===== src/rtl/mcc_pkg.sv =====
// Shared types, constants and helpers for the Morse code codec.
// No dependencies; used by mcc_ctrl, mcc_dp and morse_code_codec_core.
package mcc_pkg;

	// Code geometry
	localparam int MAX_SYMBOLS = 6;
	localparam int LEN_W       = 3;
	localparam int PAT_W       = MAX_SYMBOLS;
	localparam int REV_IDX_W   = MAX_SYMBOLS + 1;
	localparam int REV_DEPTH   = 2 << MAX_SYMBOLS;
	localparam int FWD_DEPTH   = 256;
	localparam int FWD_IDX_W   = 8;

	// Character codes
	localparam logic [7:0] CHAR_DOT   = 8'h2A;
	localparam logic [7:0] CHAR_DASH  = 8'h2D;
	localparam logic [7:0] CHAR_SPACE = 8'h20;

	// Item and register codes
	localparam logic MODE_TABLE = 1'b0;
	localparam logic MODE_DATA  = 1'b1;
	localparam logic DIR_DECODE = 1'b0;
	localparam logic DIR_ENCODE = 1'b1;

	typedef struct packed {
		logic             mode;
		logic [7:0]       in_char;
		logic [LEN_W-1:0] code_length;
		logic [5:0]       code_pattern;
	} in_item_t;

	typedef struct packed {
		logic [7:0] out_char;
		logic       last;
		logic       not_found;
	} out_item_t;

	// Controller to datapath
	typedef struct packed {
		logic clear;
		logic accept;
		logic load;
	} ctl_cmd_t;

	// Datapath to controller
	typedef struct packed {
		logic clear_done;
		logic needs_out;
		logic out_free;
		logic res_last;
	} dp_sts_t;

	// Low-bit mask of the given code length (length at most MAX_SYMBOLS)
	function automatic logic [PAT_W-1:0] len_mask(input logic [LEN_W-1:0] len);
		logic [PAT_W:0] m;
		m = ((PAT_W + 1)'(1) << len) - (PAT_W + 1)'(1);
		return m[PAT_W-1:0];
	endfunction

	// Reverse table index: leading marker bit above the pattern
	function automatic logic [REV_IDX_W-1:0] rev_index(input logic [LEN_W-1:0] len,
		input logic [PAT_W-1:0] pat);
		return (REV_IDX_W'(1) << len) | REV_IDX_W'(pat & len_mask(len));
	endfunction

endpackage


===== src/rtl/morse_code_codec_core.sv =====
// Morse code codec with loadable code tables. A table-write item stores a
// character and its code in a forward table (by character) and a reverse
// table (by code). With direction 1 a letter becomes '*'/'-' symbols and a
// space; with direction 0 symbols collect into a pending code that the next
// other character turns into its letter. Missing entries and over-long codes
// raise not_found. After reset both tables are cleared in one pass, during
// which in_ready stays low. Items are taken one at a time: table writes and
// decode symbols give no output; every other data character first has its
// table entry read into a register, then gives its results one per load
// of the output register, so an encoded letter of n symbols gives n + 1
// results (at most 7) and a passed or decoded character one result; the
// output register holds while the output side is not ready.
// Depends on mcc_pkg, mcc_ctrl and mcc_dp.
module morse_code_codec_core (
	input  logic               clk,
	input  logic               arst_n,
	input  logic               in_valid,
	output logic               in_ready,
	input  mcc_pkg::in_item_t  in_data,
	output logic               out_valid,
	input  logic               out_ready,
	output mcc_pkg::out_item_t out_data,
	input  logic               cfg_we,
	input  logic               cfg_wdata
);

	mcc_pkg::ctl_cmd_t cmd;
	mcc_pkg::dp_sts_t  sts;

	// Sequencer
	mcc_ctrl u_ctrl (
		.clk      (clk),
		.arst_n   (arst_n),
		.in_valid (in_valid),
		.in_ready (in_ready),
		.sts      (sts),
		.cmd      (cmd)
	);

	// Tables, pending code and output register
	mcc_dp u_dp (
		.clk       (clk),
		.arst_n    (arst_n),
		.cmd       (cmd),
		.sts       (sts),
		.in_data   (in_data),
		.cfg_we    (cfg_we),
		.cfg_wdata (cfg_wdata),
		.out_valid (out_valid),
		.out_ready (out_ready),
		.out_data  (out_data)
	);

endmodule


===== src/rtl/mcc_ctrl.sv =====
// Controller state machine of the Morse code codec.
// Depends on mcc_pkg; drives the mcc_dp datapath through ctl_cmd_t.
module mcc_ctrl (
	input  logic              clk,
	input  logic              arst_n,
	input  logic              in_valid,
	output logic              in_ready,
	input  mcc_pkg::dp_sts_t  sts,
	output mcc_pkg::ctl_cmd_t cmd
);

	typedef enum logic [1:0] {
		ST_CLEAR,
		ST_IDLE,
		ST_EMIT
	} state_t;

	state_t state_q;

	// Handshake and commands
	always_comb begin
		in_ready   = (state_q == ST_IDLE);
		cmd.clear  = (state_q == ST_CLEAR);
		cmd.accept = (state_q == ST_IDLE) && in_valid;
		cmd.load   = (state_q == ST_EMIT) && sts.out_free;
	end

	// State register
	always_ff @(posedge clk or negedge arst_n) begin
		if (!arst_n) begin
			state_q <= ST_CLEAR;
		end else begin
			case (state_q)
				ST_CLEAR: begin
					if (sts.clear_done) begin
						state_q <= ST_IDLE;
					end
				end
				ST_IDLE: begin
					if (cmd.accept && sts.needs_out) begin
						state_q <= ST_EMIT;
					end
				end
				ST_EMIT: begin
					if (cmd.load && sts.res_last) begin
						state_q <= ST_IDLE;
					end
				end
				default: begin
					state_q <= ST_IDLE;
				end
			endcase
		end
	end

endmodule


===== src/rtl/mcc_dp.sv =====
// Datapath of the Morse code codec: code tables, pending code, output register.
// Depends on mcc_pkg; sequenced by mcc_ctrl.
module mcc_dp (
	input  logic               clk,
	input  logic               arst_n,
	input  mcc_pkg::ctl_cmd_t  cmd,
	output mcc_pkg::dp_sts_t   sts,
	input  mcc_pkg::in_item_t  in_data,
	input  logic               cfg_we,
	input  logic               cfg_wdata,
	output logic               out_valid,
	input  logic               out_ready,
	output mcc_pkg::out_item_t out_data
);

	typedef struct packed {
		logic                      vld;
		logic [mcc_pkg::LEN_W-1:0] len;
		logic [mcc_pkg::PAT_W-1:0] pat;
	} fwd_entry_t;

	typedef struct packed {
		logic       vld;
		logic [7:0] ch;
	} rev_entry_t;

	// Tables: each entry carries its valid bit, cleared by the pass after reset
	fwd_entry_t fwd_mem [mcc_pkg::FWD_DEPTH];
	rev_entry_t rev_mem [mcc_pkg::REV_DEPTH];
	logic [mcc_pkg::FWD_IDX_W-1:0] clr_q;

	// Configuration and pending code
	logic                      direction_q;
	logic [mcc_pkg::PAT_W-1:0] pend_pat_q;
	logic [mcc_pkg::LEN_W-1:0] pend_len_q;
	logic                      pend_ovf_q;

	// Per-item capture
	fwd_entry_t                fwd_rd_q;
	rev_entry_t                rev_rd_q;
	logic [7:0]                ch_q;
	logic                      pass_q;
	logic                      enc_q;
	logic                      ovf_q;
	logic [mcc_pkg::LEN_W-1:0] cnt_q;

	// Output register
	logic               out_valid_q;
	mcc_pkg::out_item_t out_q;

	logic                          is_letter;
	logic                          is_sym;
	logic                          is_data;
	logic                          wr_tbl;
	logic [mcc_pkg::LEN_W-1:0]     len_sat;
	logic [mcc_pkg::PAT_W-1:0]     pat_m;
	logic [mcc_pkg::REV_IDX_W-1:0] wr_idx;
	logic [mcc_pkg::REV_IDX_W-1:0] pend_idx;
	mcc_pkg::out_item_t            res;

	// Input decode
	always_comb begin
		is_letter = ((in_data.in_char >= 8'h41) && (in_data.in_char <= 8'h5A)) ||
			((in_data.in_char >= 8'h61) && (in_data.in_char <= 8'h7A));
		is_sym    = (in_data.in_char == mcc_pkg::CHAR_DOT) ||
			(in_data.in_char == mcc_pkg::CHAR_DASH);
		is_data   = (in_data.mode == mcc_pkg::MODE_DATA);
		wr_tbl    = cmd.accept && (in_data.mode == mcc_pkg::MODE_TABLE);
		len_sat   = (in_data.code_length > mcc_pkg::LEN_W'(mcc_pkg::MAX_SYMBOLS)) ?
			mcc_pkg::LEN_W'(mcc_pkg::MAX_SYMBOLS) : in_data.code_length;
		pat_m     = mcc_pkg::PAT_W'(in_data.code_pattern) & mcc_pkg::len_mask(len_sat);
		wr_idx    = mcc_pkg::rev_index(len_sat, pat_m);
		pend_idx  = mcc_pkg::rev_index(pend_len_q, pend_pat_q);
	end

	// Clearing pass, table write and registered table reads
	always_ff @(posedge clk) begin
		if (cmd.clear) begin
			fwd_mem[clr_q]                             <= '0;
			rev_mem[clr_q[mcc_pkg::REV_IDX_W-1:0]]     <= '0;
		end else if (wr_tbl) begin
			fwd_mem[in_data.in_char] <= '{vld: 1'b1, len: len_sat, pat: pat_m};
			rev_mem[wr_idx]          <= '{vld: 1'b1, ch: in_data.in_char};
		end
		if (cmd.accept) begin
			fwd_rd_q <= fwd_mem[in_data.in_char];
			rev_rd_q <= rev_mem[pend_idx];
		end
	end

	// Item capture (payload, no reset)
	always_ff @(posedge clk) begin
		if (cmd.accept) begin
			ch_q         <= in_data.in_char;
			enc_q        <= (direction_q == mcc_pkg::DIR_ENCODE);
			ovf_q        <= pend_ovf_q;
			if (direction_q == mcc_pkg::DIR_ENCODE) begin
				pass_q <= !is_letter;
			end else begin
				pass_q <= (pend_len_q == '0) && !pend_ovf_q;
			end
		end
	end

	// Control state: clear counter, register, pending code, counter, output valid
	always_ff @(posedge clk or negedge arst_n) begin
		if (!arst_n) begin
			clr_q       <= '0;
			direction_q <= mcc_pkg::DIR_ENCODE;
			pend_pat_q  <= '0;
			pend_len_q  <= '0;
			pend_ovf_q  <= 1'b0;
			cnt_q       <= '0;
			out_valid_q <= 1'b0;
		end else begin
			if (cmd.clear) begin
				clr_q <= clr_q + 1'b1;
			end
			if (cfg_we) begin
				direction_q <= cfg_wdata;
			end
			// pending code only moves on decode-direction data
			if (cmd.accept && is_data && (direction_q == mcc_pkg::DIR_DECODE)) begin
				if (is_sym) begin
					if (pend_len_q >= mcc_pkg::LEN_W'(mcc_pkg::MAX_SYMBOLS)) begin
						pend_ovf_q <= 1'b1;
					end else begin
						if (in_data.in_char == mcc_pkg::CHAR_DASH) begin
							pend_pat_q[pend_len_q] <= 1'b1;
						end
						pend_len_q <= pend_len_q + 1'b1;
					end
				end else begin
					pend_pat_q <= '0;
					pend_len_q <= '0;
					pend_ovf_q <= 1'b0;
				end
			end
			if (cmd.accept) begin
				cnt_q <= '0;
			end else if (cmd.load) begin
				cnt_q <= cnt_q + 1'b1;
			end
			if (cmd.load) begin
				out_valid_q <= 1'b1;
			end else if (out_ready) begin
				out_valid_q <= 1'b0;
			end
		end
	end

	// Result for the current emit slot
	always_comb begin
		res.out_char  = ch_q;
		res.last      = 1'b1;
		res.not_found = 1'b0;
		if (pass_q) begin
			res.out_char = ch_q;
		end else if (enc_q) begin
			if (!fwd_rd_q.vld) begin
				res.out_char  = mcc_pkg::CHAR_SPACE;
				res.not_found = 1'b1;
			end else if (cnt_q < fwd_rd_q.len) begin
				res.out_char = fwd_rd_q.pat[cnt_q] ? mcc_pkg::CHAR_DASH : mcc_pkg::CHAR_DOT;
				res.last     = 1'b0;
			end else begin
				res.out_char = mcc_pkg::CHAR_SPACE;
			end
		end else begin
			res.out_char  = rev_rd_q.vld ? rev_rd_q.ch : 8'h00;
			res.not_found = !rev_rd_q.vld || ovf_q;
		end
	end

	// Output register load
	always_ff @(posedge clk) begin
		if (cmd.load) begin
			out_q <= res;
		end
	end

	// Status back to the controller
	always_comb begin
		sts.clear_done = (clr_q == mcc_pkg::FWD_IDX_W'(mcc_pkg::FWD_DEPTH - 1));
		sts.needs_out  = is_data && !((direction_q == mcc_pkg::DIR_DECODE) && is_sym);
		sts.out_free   = !out_valid_q || out_ready;
		sts.res_last   = res.last;
	end

	assign out_valid = out_valid_q;
	assign out_data  = out_q;

endmodule


===== config.mk =====
export PLATFORM = sky130hd
export DESIGN_NAME = morse_code_codec_core
export DESIGN_NICKNAME = d
export VERILOG_FILES = /design/src/rtl/mcc_pkg.sv /design/src/rtl/morse_code_codec_core.sv /design/src/rtl/mcc_ctrl.sv /design/src/rtl/mcc_dp.sv
export SDC_FILE = /design/constraint.sdc
export NUM_CORES = 2
export LEC_CHECK = 0
export BUFFER_PORTS_ARGS = -buffer_cell sky130_fd_sc_hd__buf_2
export CAP_MARGIN = 20
export CELL_PAD_IN_SITES_DETAIL_PLACEMENT = 0
export CELL_PAD_IN_SITES_GLOBAL_PLACEMENT = 1
export CORE_MARGIN = 2
export CORE_UTILIZATION = 30
export CTS_CLUSTER_SIZE = 40
export DETAILED_ROUTE_END_ITERATION = 6
export GPL_TIMING_DRIVEN = 1
export MAX_ROUTING_LAYER = met4
export PLACE_DENSITY = 0.49
export SYNTH_ARGS = -nofsm -noshare
export SYNTH_HDL_FRONTEND = slang
export SYNTH_SLANG_ARGS = --single-unit

===== constraint.sdc =====
create_clock -name clk -period 20.5 [get_ports clk]
set_input_delay 2.05 -clock clk [delete_from_list [all_inputs] [get_ports clk]]
set_output_delay 2.05 -clock clk [all_outputs]
set_load 0.01 [all_outputs]

==> impl.org <==
** Outcome
- Result of the run :: finished clean

** CTS
- The tree built by TritonCTS fans out to 3,777 sinks.
- Number of buffers inserted to repair setup after CTS :: 0
- Clock-pin slew was measured on the worst setup and hold paths at 60 ps.
- Clock latency on the worst-skew pair :: 1010 ps
- H-tree depth :: 5
- After clock tree synthesis, the flow added hold-fix buffers numbering 0.
- Clock tree synthesis selected as its root buffer the cell sky130_fd_sc_hd__clkbuf_16.
- Clock tree from TritonCTS :: built
- Total of cells resized after clock tree synthesis :: 0
- Number of clock buffers inserted by TritonCTS :: 409
- In this run the deepest clock path goes through 4 buffers.

** Synth
- Net Count, Synth :: 7,057
- Synth Area in Simple Gates :: 0.0336
- The portion of synthesized area spent on multiplexers is 0.151.
- The fraction of the mapped netlist area in compound gates came to 0.0261.
- The share of synthesized area in the top cell type comes to 0.768.
- By area, the combinational part of the netlist is dominated by multiplexers.
- The netlist uses 80 different library cells.
- Post-synthesis instance area :: 147,000 um2
- Of the total synthesized cell area, the portion taken by XOR and XNOR cells is 0.000537.
- Synth async-reset ratio :: 0.00662
- During synthesis, Yosys emitted a total of 0 warnings.
- Post-Syn Area per Cell :: 20.9 um2
- Post-synthesis cell count :: 7,023
- The biggest area contributor in the post-synthesis netlist is sky130_fd_sc_hd__edfxtp_1.
- Leading register cell type out of synthesis :: sky130_fd_sc_hd__edfxtp_1
- Yosys reg bits :: 3,777
- Synthesized-area fraction occupied by adder cells :: 0.000853
- Ranking of synthesized cells by area :: sky130_fd_sc_hd__edfxtp_1 77%, sky130_fd_sc_hd__mux4_2 13%, sky130_fd_sc_hd__mux2i_1 1.4%
- The share of the Yosys chip area taken by registers is 0.772.
- Number of synthesized flops with an enable pin :: 3,752

** Timing
- Final Max Slew Viols :: 0
- In the final timing run, aggregate negative setup slack is 0 ps.
- Period minus WS final :: 7330 ps
- Setup repair after global routing missed its margin :: no
- Top achievable clock speed :: 0.136 GHz
- Hold is met by 504 ps.
- The clock arrives with 93.7 ps of skew.
- Transition at the pin with the smallest max-transition slack :: 1300 ps
- Setup-failing EPs final :: 0
- Normalized max-slew margin :: 0.124
- The count of final hold-check violations is 0.
- Final worst path period share :: 0.358

** Placed design
- Count of buffers inserted at the top-level ports :: 35
- Placer congestion estimate :: 0.812
- The placed instances occupy a cell area of 155,000 um2.
- Post-detail-place hpwl :: 271 mm

** Power and ir drop
- Of the total power, combinational logic draws 0.137.
- Clock Power Share :: 0.388
- In this run the power spent charging and discharging nets is 4.89 mW.
- Switching part of the total :: 0.264
- In this run the power density over the cells is 110 nW/um2.
- The internal power of the cells totals 13.6 mW.
- Of the total power, registers draw 0.475.
- Leakage power summed over all cells :: 52.6 nW
- Max VDD drop :: 0.0000810 V

** Floorplanning
- In this run the count of I/O pins placed on the die edge is 36.
- Placeable core area :: 487,000 um2
- The die is 703 um tall.
- Row generation in the floorplan step produced 256 rows.
- Initial core utilization :: 0.302
- Total Die Area :: 495,000 um2
- Die Wd :: 703 um

** GRT
- Wire length of the first global-routing pass :: 617 mm
- After global routing the overflow that remains totals 0.
- Maximum number of pins on one net before global-route repair :: 125
- In the global route stage, overall resource usage came out at 0.183.
- Initial antenna violation count :: 32
- Via count of the first global-routing pass :: 73,669

** Final layout
- The finished cells cover 169,000 um2.
- Leading cell types in the layout, fill and taps excluded :: 3,752 x sky130_fd_sc_hd__edfxtp_1, 827 x sky130_fd_sc_hd__mux4_2, 457 x sky130_fd_sc_hd__nor2_1
- Commonest non-fill, non-tap cell in the layout :: sky130_fd_sc_hd__edfxtp_1
- Area occupied by multi-input gates :: 31,500 um2
- The layout has 45,219 filler cells.
- Across the whole layout, storage elements account for 113,000 um2.
- At the end of the flow, the number of nets in the layout was 7,407.
- Compared with the post-synthesis result, the final layout area differs by 15.0%.
- Fraction of final layout cells sized beyond drive strength 1 :: 0.237

** Route
- DR WL met3 :: 26.7 mm
- In this run the remaining antenna-violating nets after routing total 0.
- In this run the top signal layer used is met4.
- Starting DRC count in detailed routing :: 7,660
- WL final :: 449 mm
- Routed length on met2 :: 214 mm
- In the final routing, the length of wire on met1 measures 197 mm.
- The first detailed-routing pass ran for 6 iterations.
- After detailed routing, the number of vias per cell comes to 5.19.
- Post-DR wirelength/cell :: 31.6 um
- Routed vias :: 73,506
- Post-route DRC :: 0

** Setup path
- Worst Setup Path Type :: in -> reg
- Data on the critical path is required at its endpoint by 21,060 ps.
- Critical path launch point type :: input pin
- Largest fanout on the critical path :: 122
- The worst setup path is captured at a flop.
- Arr. time, crit path :: 7890 ps

** Worst hold path
- Path type of the worst min-delay path :: reg -> reg

** Run
- Max-cap violations :: 0
synthesized netlist by cell type (6+ instances only):
cell type	count
sky130_fd_sc_hd__edfxtp_1	3752
sky130_fd_sc_hd__mux4_2	827
sky130_fd_sc_hd__nor2_1	475
sky130_fd_sc_hd__nand2_1	402
sky130_fd_sc_hd__mux2i_1	200
sky130_fd_sc_hd__clkbuf_1	167
sky130_fd_sc_hd__o22ai_1	146
sky130_fd_sc_hd__buf_2	118
sky130_fd_sc_hd__nand3_1	107
sky130_fd_sc_hd__a31oi_1	82
sky130_fd_sc_hd__a21oi_1	56
sky130_fd_sc_hd__mux4_1	48
sky130_fd_sc_hd__o21ai_0	43
sky130_fd_sc_hd__a211oi_1	41
sky130_fd_sc_hd__buf_4	38
sky130_fd_sc_hd__nor2b_1	37
sky130_fd_sc_hd__a221oi_1	31
sky130_fd_sc_hd__nor3_1	30
sky130_fd_sc_hd__buf_6	29
sky130_fd_sc_hd__mux2_2	25
sky130_fd_sc_hd__dfrtp_1	24
sky130_fd_sc_hd__a32oi_1	23
sky130_fd_sc_hd__a22oi_1	21
sky130_fd_sc_hd__buf_1	21
sky130_fd_sc_hd__inv_1	19
sky130_fd_sc_hd__nand2b_1	19
sky130_fd_sc_hd__o221ai_1	19
sky130_fd_sc_hd__and2_1	13
sky130_fd_sc_hd__and3_1	13
sky130_fd_sc_hd__nor4_1	13
sky130_fd_sc_hd__a2111oi_0	12
sky130_fd_sc_hd__buf_8	12
sky130_fd_sc_hd__a32o_1	10
sky130_fd_sc_hd__ha_1	10
sky130_fd_sc_hd__nand4_1	10
sky130_fd_sc_hd__o211ai_1	10
sky130_fd_sc_hd__nand3b_1	9
sky130_fd_sc_hd__o31ai_1	8
sky130_fd_sc_hd__xnor2_1	7
sky130_fd_sc_hd__o22a_1	6
per-stage QoR:
stage | cells | utilization | total power [mW] | worst slack (ps)
2_1_floorplan | 7023 | - | 10.4 | 4180
3_3_place_gp | 13325 | 0.318 | 11.5 | 11950
3_5_place_dp | 13361 | 0.319 | 11.5 | 11760
4_1_cts | 14113 | 0.346 | 18.7 | 12820
5_1_grt | 14170 | 0.347 | 19.1 | 12780
6_report | 14176 | 0.347 | 18.5 | 13170
final cells by class:
cell class / count / share of cell area
multi-input cells: 2830 / 0.187
well taps: 6450 / 0.0479
repair buffers: 334 / 0.0164
inverters: 21 / 0.000571
flip-flops and latches: 3777 / 0.672
diodes: 12 / 0.000178
clock inverters: 241 / 0.0126
clock buffers: 511 / 0.0640
cell families (layout without fill, tap and decap cells):
family                     count (synthesis)  count (layout)
DFF                                     3777            3777
and+or+nand+nor                         1157            1157
muxes                                   1100            1100
AOI/OAI and AO/OA                        554             554
buffers and inverters                    416            1107
adders and majority gates                 10              10
xor gates and xnor gates                   9               9
other                                      0              12
power by group through the flow:
stage	sequential, mW	clock (mW)	combinational (mW)
after floorplan	8.96	0	1.45
after global placement	8.96	0	2.56
after detailed placement	8.97	0	2.58
after CTS	8.80	7.35	2.58
after global routing	8.81	7.63	2.68
final	8.81	7.20	2.53
path summary, 6_finish.rpt:
path | start | end | slack (ps) | cells past startpoint
hold reg to reg | u_dp.pend_pat_q[1] | u_dp.pend_pat_q[1] | 500 | 2
setup / recovery | in_valid | u_dp.fwd_mem[196][5] | 13170 | 13
min in group asynchronous | arst_n | u_dp.pend_pat_q[1] | 1210 | 1
max in group asynchronous | arst_n | u_dp.pend_len_q[1] | 18630 | 1
setup reg to reg | u_ctrl.state_q[0] | u_dp.fwd_mem[196][5] | 13530 | 12
hold / removal | u_dp.pend_pat_q[1] | u_dp.pend_pat_q[1] | 500 | 2
layer usage:
metal,global-route usage,up-vias
li1,-,30006
met1,0.252,40471
met2,0.288,2463
met3,0.0277,566
met4,0.0403,0
met5,-,-
worst max-delay path, cell delays in order:
cell                       delay, ps
sky130_fd_sc_hd__buf_2            90
sky130_fd_sc_hd__and3b_2         160
sky130_fd_sc_hd__buf_4           560
sky130_fd_sc_hd__nand2b_2        100
sky130_fd_sc_hd__buf_4           310
sky130_fd_sc_hd__inv_8           500
sky130_fd_sc_hd__buf_4           480
sky130_fd_sc_hd__buf_4           750
sky130_fd_sc_hd__a21oi_1         320
sky130_fd_sc_hd__nor2_1          440
sky130_fd_sc_hd__nand2_2         470
sky130_fd_sc_hd__buf_4           450
sky130_fd_sc_hd__nor2_1          870
registers in the layout, indices dropped and copies added, names as in the netlist, 2 cells and up:
name,flops
u_dp.fwd_mem,2560
u_dp.rev_mem,1152
u_dp.fwd_rd_q,10
u_dp.out_data,10
u_dp.rev_rd_q,9
u_dp.ch_q,8
u_dp.clr_q,8
u_dp.pend_pat_q,6
u_dp.cnt_q,3
u_dp.pend_len_q,3
u_ctrl.state_q,2
(Power assumes the default switching activity.)
